### src/sv/utba_pkg.sv
// Shared constants, types and command codes of the unit table block allocator.
package utba_pkg;

   localparam int UNITS      = 1024;
   localparam int UNIT_BYTES = 32;
   localparam int IDX_W      = $clog2(UNITS);
   localparam int PTR_W      = IDX_W + 1;
   localparam int UB_SHIFT   = $clog2(UNIT_BYTES);
   localparam int RSVD_UNITS = (UNITS + UNIT_BYTES - 1) / UNIT_BYTES;
   localparam longint POOL_BYTES = longint'(UNITS) * longint'(UNIT_BYTES);
   localparam int NEED_W     = 17;
   localparam int DIST_W     = 7;

   localparam logic [1:0] CLS_FREE = 2'b00;
   localparam logic [1:0] CLS_BODY = 2'b01;
   localparam logic [1:0] CLS_RSVD = 2'b10;
   localparam logic [1:0] CLS_END  = 2'b11;
   localparam logic [5:0] DIST_MAX = 6'd63;

   typedef enum logic [4:0] {
      ST_CLEAR, ST_IDLE, ST_A_RD, ST_A_EV, ST_M_WR, ST_N_RD, ST_N_EV, ST_E_WR,
      ST_F_RD, ST_F_EV, ST_S_RD, ST_S_EV, ST_C_WR, ST_R_CHK, ST_R_RD, ST_R_EV,
      ST_B_RD, ST_B_EV, ST_OK, ST_FAIL, ST_DONE
   } state_type;

   typedef enum logic [4:0] {
      OP_NONE, OP_CLR, OP_ACCEPT, OP_ARD, OP_AHIT, OP_ARUN, OP_ASKIP, OP_MWR,
      OP_NINIT, OP_NSET, OP_NRD, OP_NFOUND, OP_NINC, OP_EWR, OP_FRD, OP_SRD,
      OP_SSET, OP_DEC, OP_CWR, OP_RINIT, OP_RRD, OP_RWR, OP_OK, OP_FAIL, OP_EMIT
   } op_type;

   typedef struct packed {
      logic [1:0] cls;
      logic       ent_zero;
      logic       hit;
      logic       ptr_ovf;
      logic       ptr_at_end;
      logic       ptr_zero;
      logic       start_zero;
      logic       n_ovf;
      logic       n_cap;
      logic       req_bad;
      logic       req_free;
      logic       clr_last;
      logic       rsp_free;
   } dp_status_type;

endpackage

### src/sv/utba_ctrl.sv
// Controller state machine of the unit table block allocator.
module utba_ctrl import utba_pkg::*; (
   input  logic          clock,
   input  logic          reset,
   input  logic          req_valid,
   output logic          req_ready,
   input  dp_status_type st,
   output op_type        op
);

   state_type state_ff, state_in;

   always_ff @(posedge clock) begin
      if (reset) begin
         state_ff <= ST_CLEAR;
      end else begin
         state_ff <= state_in;
      end
   end

   always_comb begin
      state_in  = state_ff;
      op        = OP_NONE;
      req_ready = 1'b0;
      case (state_ff)
         ST_CLEAR: begin
            op = OP_CLR;
            if (st.clr_last) state_in = ST_IDLE;
         end
         ST_IDLE: begin
            req_ready = 1'b1;
            if (req_valid) begin
               op = OP_ACCEPT;
               if (st.req_bad) state_in = ST_FAIL;
               else if (st.req_free) state_in = ST_F_RD;
               else state_in = ST_A_RD;
            end
         end
         ST_A_RD: begin
            if (st.ptr_ovf) begin
               state_in = ST_FAIL;
            end else begin
               op = OP_ARD;
               state_in = ST_A_EV;
            end
         end
         ST_A_EV: begin
            if (st.ent_zero) begin
               if (st.hit) begin
                  op = OP_AHIT;
                  state_in = ST_M_WR;
               end else begin
                  op = OP_ARUN;
                  state_in = ST_A_RD;
               end
            end else if (st.cls == CLS_RSVD) begin
               state_in = ST_FAIL;
            end else begin
               op = OP_ASKIP;
               state_in = ST_A_RD;
            end
         end
         ST_M_WR: begin
            if (st.ptr_at_end) begin
               op = OP_NINIT;
               state_in = ST_N_RD;
            end else begin
               op = OP_MWR;
            end
         end
         ST_N_RD: begin
            if (st.n_cap || st.n_ovf) begin
               op = OP_NSET;
               state_in = ST_E_WR;
            end else begin
               op = OP_NRD;
               state_in = ST_N_EV;
            end
         end
         ST_N_EV: begin
            if (st.ent_zero) begin
               op = OP_NFOUND;
               state_in = ST_E_WR;
            end else begin
               op = OP_NINC;
               state_in = ST_N_RD;
            end
         end
         ST_E_WR: begin
            op = OP_EWR;
            state_in = ST_DONE;
         end
         ST_F_RD: begin
            op = OP_FRD;
            state_in = ST_F_EV;
         end
         ST_F_EV: begin
            if (st.cls != CLS_END) state_in = ST_FAIL;
            else state_in = ST_S_RD;
         end
         ST_S_RD: begin
            if (st.ptr_zero) begin
               op = OP_SSET;
               state_in = ST_C_WR;
            end else begin
               op = OP_SRD;
               state_in = ST_S_EV;
            end
         end
         ST_S_EV: begin
            if (st.cls == CLS_END || st.cls == CLS_FREE) begin
               op = OP_SSET;
               state_in = ST_C_WR;
            end else begin
               op = OP_DEC;
               state_in = ST_S_RD;
            end
         end
         ST_C_WR: begin
            op = OP_CWR;
            if (st.ptr_at_end) state_in = ST_R_CHK;
         end
         ST_R_CHK: begin
            if (st.start_zero) begin
               op = OP_OK;
               state_in = ST_DONE;
            end else begin
               op = OP_RINIT;
               state_in = ST_R_RD;
            end
         end
         ST_R_RD: begin
            op = OP_RRD;
            state_in = ST_R_EV;
         end
         ST_R_EV: begin
            if (st.cls != CLS_END) begin
               op = OP_OK;
               state_in = ST_DONE;
            end else begin
               op = OP_RWR;
               state_in = st.ptr_zero ? ST_OK : ST_B_RD;
            end
         end
         ST_B_RD: begin
            op = OP_RRD;
            state_in = ST_B_EV;
         end
         ST_B_EV: begin
            if (st.cls == CLS_BODY) begin
               if (st.ptr_zero) begin
                  state_in = ST_OK;
               end else begin
                  op = OP_DEC;
                  state_in = ST_B_RD;
               end
            end else begin
               state_in = ST_R_EV;
            end
         end
         ST_OK: begin
            op = OP_OK;
            state_in = ST_DONE;
         end
         ST_FAIL: begin
            op = OP_FAIL;
            state_in = ST_DONE;
         end
         ST_DONE: begin
            if (st.rsp_free) begin
               op = OP_EMIT;
               state_in = ST_IDLE;
            end
         end
         default: state_in = ST_CLEAR;
      endcase
   end

endmodule

### config.mk
export PLATFORM = sky130hd
export DESIGN_NAME = utba_ctrl
export DESIGN_NICKNAME = d
export VERILOG_FILES = /design/src/sv/utba_pkg.sv /design/src/sv/utba_ctrl.sv
export SDC_FILE = /design/constraint.sdc
export NUM_CORES = 1
export LEC_CHECK = 0
export BUFFER_PORTS_ARGS = -buffer_cell sky130_fd_sc_hd__buf_2
export CELL_PAD_IN_SITES_DETAIL_PLACEMENT = 1
export CELL_PAD_IN_SITES_GLOBAL_PLACEMENT = 2
export CORE_MARGIN = 2
export CORE_UTILIZATION = 31
export DETAILED_ROUTE_END_ITERATION = 7
export GPL_TIMING_DRIVEN = 1
export PLACE_DENSITY_LB_ADDON = 0.1
export SLEW_MARGIN = 15
export SYNTH_ARGS = -nofsm -noshare
export SYNTH_HDL_FRONTEND = slang
export SYNTH_SLANG_ARGS = --single-unit
### constraint.sdc
create_clock -name clock -period 2.65 [get_ports clock]
set_clock_uncertainty 0.2 [all_clocks]
set_input_delay 0.265 -clock clock [delete_from_list [all_inputs] [get_ports clock]]
set_output_delay 0.265 -clock clock [all_outputs]
set_load 0.01 [all_outputs]
Yosys cells after proc, flatten, opt, wreduce, memory -nomap -nowiden
Cells that the tools add are included.
{"block": "totals", "wordCells": 75, "reg_bits": 5, "input_bits": 17, "output_inout_bits": 6}
{"block": "op_classes", "n_reduce_logical": 7, "mux": 38, "n_eq_ne": 29}
{"operator": "5-bit one-hot mux with 19 select lines", "count": 2}
{"operator": "5-bit 2-to-1 mux", "count": 17}
{"operator": "5-bit by 4-bit equality test with 1-bit output, second input constant", "count": 8}
{"operator": "5-bit equality test, second input constant", "count": 5}
{"operator": "3-bit 2-to-1 mux", "count": 7}
{"operator": "5-bit by 3-bit equality test with 1-bit output, second input constant", "count": 4}
{"operator": "2-bit 2-to-1 mux", "count": 6}
{"operator": "2-bit inequality test, second input constant", "count": 6}
{"operator": "5-bit by 2-bit equality test with 1-bit output, second input constant", "count": 2}
{"operator": "4-bit 2-to-1 mux", "count": 2}
{"operator": "5-bit by 1-bit equality test with 1-bit output, second input constant", "count": 1}
{"operator": "5-bit zero test", "count": 1}
{"operator": "5-bit AND reduction", "count": 1}
{"operator": "2-bit equality test, second input constant", "count": 2}
{"operator": "1-bit 2-to-1 mux", "count": 4}
{"operator": "3-bit OR reduction", "count": 1}
{"operator": "2-bit by 1-bit equality test with 1-bit output, second input constant", "count": 1}
{"operator": "2-bit zero test", "count": 1}
{"operator": "1-bit logical OR", "count": 2}
{"operator": "2-bit OR reduction", "count": 1}

Logic depth before layout (Yosys ltp)
{"block": "depth", "ltp_word": 4, "mapped_depth": 8, "depth_no_buf": 7}

Worst setup path after synthesis
Ideal clock, no wire load.
{"block": "synth_path", "path_kind": "flip-flop to output port", "startpoint": "reg state_ff[2]", "endpoint": "out op[0]", "arrival_ns": 1.527, "n_path_buf": 1, "required_time_ns": 2.185, "path_stages_with_launch": 7, "path_slack_ns": 0.658, "cell_sequence": "dfxtp_1 buf_6 and2_1 o211ai_2 nand2_1 or4_1 a211o_1"}
{"block": "synth_between", "elab_chain_cells": 3, "elab_cells_between_ends": 22, "cone_classes": "eq/ne (19); mux (1); reduce/logical (2)"}
{"element": "start: declaration", "line": "utba_ctrl.sv:11", "text": "state_type state_ff, state_in;"}
{"element": "start signal: assignment", "line": "utba_ctrl.sv:17", "text": "state_ff <= state_in;"}
{"element": "5-bit equality test or 5-bit by 4-bit equality test with 1-bit output (tied branches)", "line": "utba_ctrl.sv:25", "text": "case (state_ff)"}
{"element": "2-bit OR reduction (no line)"}
{"element": "5-bit one-hot mux with 19 select lines *", "line": "utba_ctrl.sv:25"}
{"element": "end: declaration", "line": "utba_ctrl.sv:8", "text": "output op_type op"}
Mark *: on every way between the ends. The rest lies on a longest branch, timed or not.

Final worst setup path
{"block": "layout_path", "startpoint": "reg state_ff[0]", "endpoint": "out op[0]"}
The elaborated chain is that of the path after synthesis.

==> results.md <==
- via count normalized by instance count: 5.90
- delay of the slowest critical-path stage: 0.58 ns
- num rows: 21
- Max-Slew Margin vs Limit: 58.9%
- drt first-iter violations: 72
- CTS resizes: 1
- RSZ-0062 raised after global routing: no
- most common library cell in the layout ignoring fill and taps: sky130_fd_sc_hd__buf_2
- Worst EP arrival: 2.02 ns
- endpoint required time on the critical path: 2.18 ns
- final weighted congestion in routability-driven placement: 0.900
- post-layout power: 1050 uW
- post-synth cell types: 46
- detailed-route DRC error count: 0
- largest vdd supply drop: 0.000282 V
- cell family contributing the most delay on the critical path: simple AND/OR/NAND/NOR gates
- number of nets with antenna violations after routing: 0
- Cell Area, Synth: 1050 um^2
- total wire length: 4180 um
- outcome: completed
- overall global routing resource usage: 22.3%
- Buffers & Inverters on Critical Path: 1
- fin nets: 206
- final hold viol count: 0
- maximum number of pins on one net before global-route repair: 18
- cell-by-cell listing of the critical path: nor2_1 > o211ai_2 > nand2_1 > or4_1 > a211o_1 > buf_2
- Post-CTS Setup Bufs: 0
- Highest Clock Rate: 0.402 GHz
- synthesized netlist net count: 180
- Leak Pwr: 0.000524 uW
- worst min path class: in -> reg
- share of the cycle needed by the critical path after routing: 93.9%
- number of stages on the worst hold path: 2
- Period minus WS final: 2.49 ns
- worst hold slack: 0.0369 ns
- startpoint of the lowest-slack hold path: reset
- Inserted Clock Buffers: 3
- power per standard cell area: 826 nW/um^2
- total overflow reported by the global router: 0
- final setup violation count: 0
- level count of the clock H-tree: 1
- number of port buffers: 22
- clock latency at the later pin of the worst-skew pair: 0.24 ns
- Most flops, register: state_ff
- Crit Reg-Reg Startpoint: state_ff[0]
- Reg2Reg Depth: 7
- flop and latch count out of synthesis: 5
- share of async-settable or async-resettable flops after synthesis: 0%
- Die Ht: 62.2 um
- kind of critical path: reg -> out
- initial antenna violation count: 0
- Clock transition at path regs: 0.04 ns
- max capacitance violation total: 0
- TritonCTS clock tree: yes
- placeable core region: 3280 um^2
- transition at the pin with the smallest max-transition slack: 0.601 ns
- origin of the worst setup path: state_ff[0]
- area growth from synthesis to layout: 20.4%
- total of warnings raised by yosys: 0
- post-route worst setup slack: 0.163 ns
- first-pass GRT wire length: 6910 um
- first-pass detailed-route iteration total: 4
- count of vias placed by the detailed router: 1364
- most frequent cells in the layout: sky130_fd_sc_hd__buf_2 (22), sky130_fd_sc_hd__a21oi_1 (15), sky130_fd_sc_hd__nand2_1 (14), sky130_fd_sc_hd__buf_4 (14), sky130_fd_sc_hd__o21ai_0 (10)
- highest net fanout along the worst path: 11
- Syn Area/Cell: 6.57 um^2
- layout cell share with drive strength beyond 1: 25.4%
- number of global-route vias before repair: 1407
- CP endpoint kind: primary output
- number of flops mapped to enable cells by yosys: 0
- initial core utilization: 32.0%
- fraction of the yosys area taken by sequential cells: 9.52%
- Slowest cell on crit path: sky130_fd_sc_hd__dfxtp_1
- # clock sinks: 5
- biggest registers after layout: state_ff x5
- Setup WS pre-CTS: 0.222 ns
- number of flip-flops under the largest register name: 5
- Worst Hold End: state_ff[2]
- width of the die: 62.2 um
- wire per inst: 18.1 um
- slack of the worst reg-to-reg path: 0.51 ns
- number of hold buffers added after cts: 0
- number of max-slew violations in the final report: 0
- total inserted antenna cells: 0
- synthesized instance count: 160
- Setup Total Neg Slack: 0 ns
- dominant synthesized flop cell: sky130_fd_sc_hd__dfxtp_1
- master cell of the clock root buffer: sky130_fd_sc_hd__clkbuf_4
- startpoint class of the critical path: flop
- Crit Reg-Reg Endpoint: state_ff[1]
- total die area: 3870 um^2
- HPWL reported at the end of detailed placement: 3370 um
- Longest Clk Path Bufs: 2
- number of top-level pins: 23
## how the worst max path moves through the flow
stage / endpoint / slack (ns) / cells after the start
after floorplan: op[0] / 0.66 / 6
after global placement: op[0] / 0.17 / 5
after detailed placement: op[0] / 0.22 / 5
after CTS: op[0] / 0.01 / 6
after global routing: op[2] / 0.05 / 6
final: op[0] / 0.16 / 6
## metal layers
metal	vias to the layer above	wire length, um	GRT usage [%]
met5	-	0	0
met4	0	115	8.61
met3	10	173	2.17
met2	38	2060	37.8
met1	661	1830	29.1
li1	655	-	-
## cells by family (layout without fill, tap and decap cells)
kind of cell	count (synthesis)	after routing	share of synthesized area, %
and+or+nand+nor	73	73	40.4
adders and majority gates	3	3	3.57
AOI/OAI and AO/OA	54	54	33.9
DFF	5	5	9.52
buffers and inverters	24	49	11.8
xor gates and xnor gates	1	1	0.833
## Yosys cell counts (5+ instances only)
master                     number  area (um^2)
sky130_fd_sc_hd__a31oi_1        5         31.3
sky130_fd_sc_hd__nand2_1       14         52.6
sky130_fd_sc_hd__a21oi_1       15         75.1
sky130_fd_sc_hd__nand2b_1       6         37.5
sky130_fd_sc_hd__o21ai_0       10         50.1
sky130_fd_sc_hd__dfxtp_1        5          100
sky130_fd_sc_hd__nand3_1        7         35.0
sky130_fd_sc_hd__buf_2          9         45.0
sky130_fd_sc_hd__inv_1          9         33.8
sky130_fd_sc_hd__nor2_1         9         33.8
sky130_fd_sc_hd__nor2b_1        5         31.3
## worst register-to-register path: stages (launching register included)
cell and delay [ns]:
sky130_fd_sc_hd__dfxtp_1 0.58, sky130_fd_sc_hd__buf_4 0.28, sky130_fd_sc_hd__nor4bb_1 0.36, sky130_fd_sc_hd__a31oi_1 0.08, sky130_fd_sc_hd__o31ai_1 0.11, sky130_fd_sc_hd__o311ai_0 0.18
sky130_fd_sc_hd__buf_4 0.17, sky130_fd_sc_hd__a21oi_1 0.11
## stage by stage
step / std cells / instance area [um^2] / util [%]
after CTS: 231 / 1260 / 38.4
after floorplan: 160 / 1050 / -
after global placement: 227 / 1230 / 37.6
after global routing: 231 / 1260 / 38.5
final: 231 / 1260 / 38.5
after detailed placement: 227 / 1230 / 37.6
## cell type report
| cell class | count | area (um^2) |
|---|---|---|
| fillers | 450 | 2020 |
| multi-input cells | 131 | 827 |
| repair buffers | 36 | 215 |
| flip-flops and latches | 5 | 105 |
| well taps | 46 | 57.6 |
| inverters | 9 | 33.8 |
| clock buffers | 4 | 26.3 |
## where the power goes
part	internal, uW	switching, uW
Clock	56.9	30.3
Sequential	101	86.4
Combinational	335	435
Total	493	552
(Power assumes the default switching activity.)
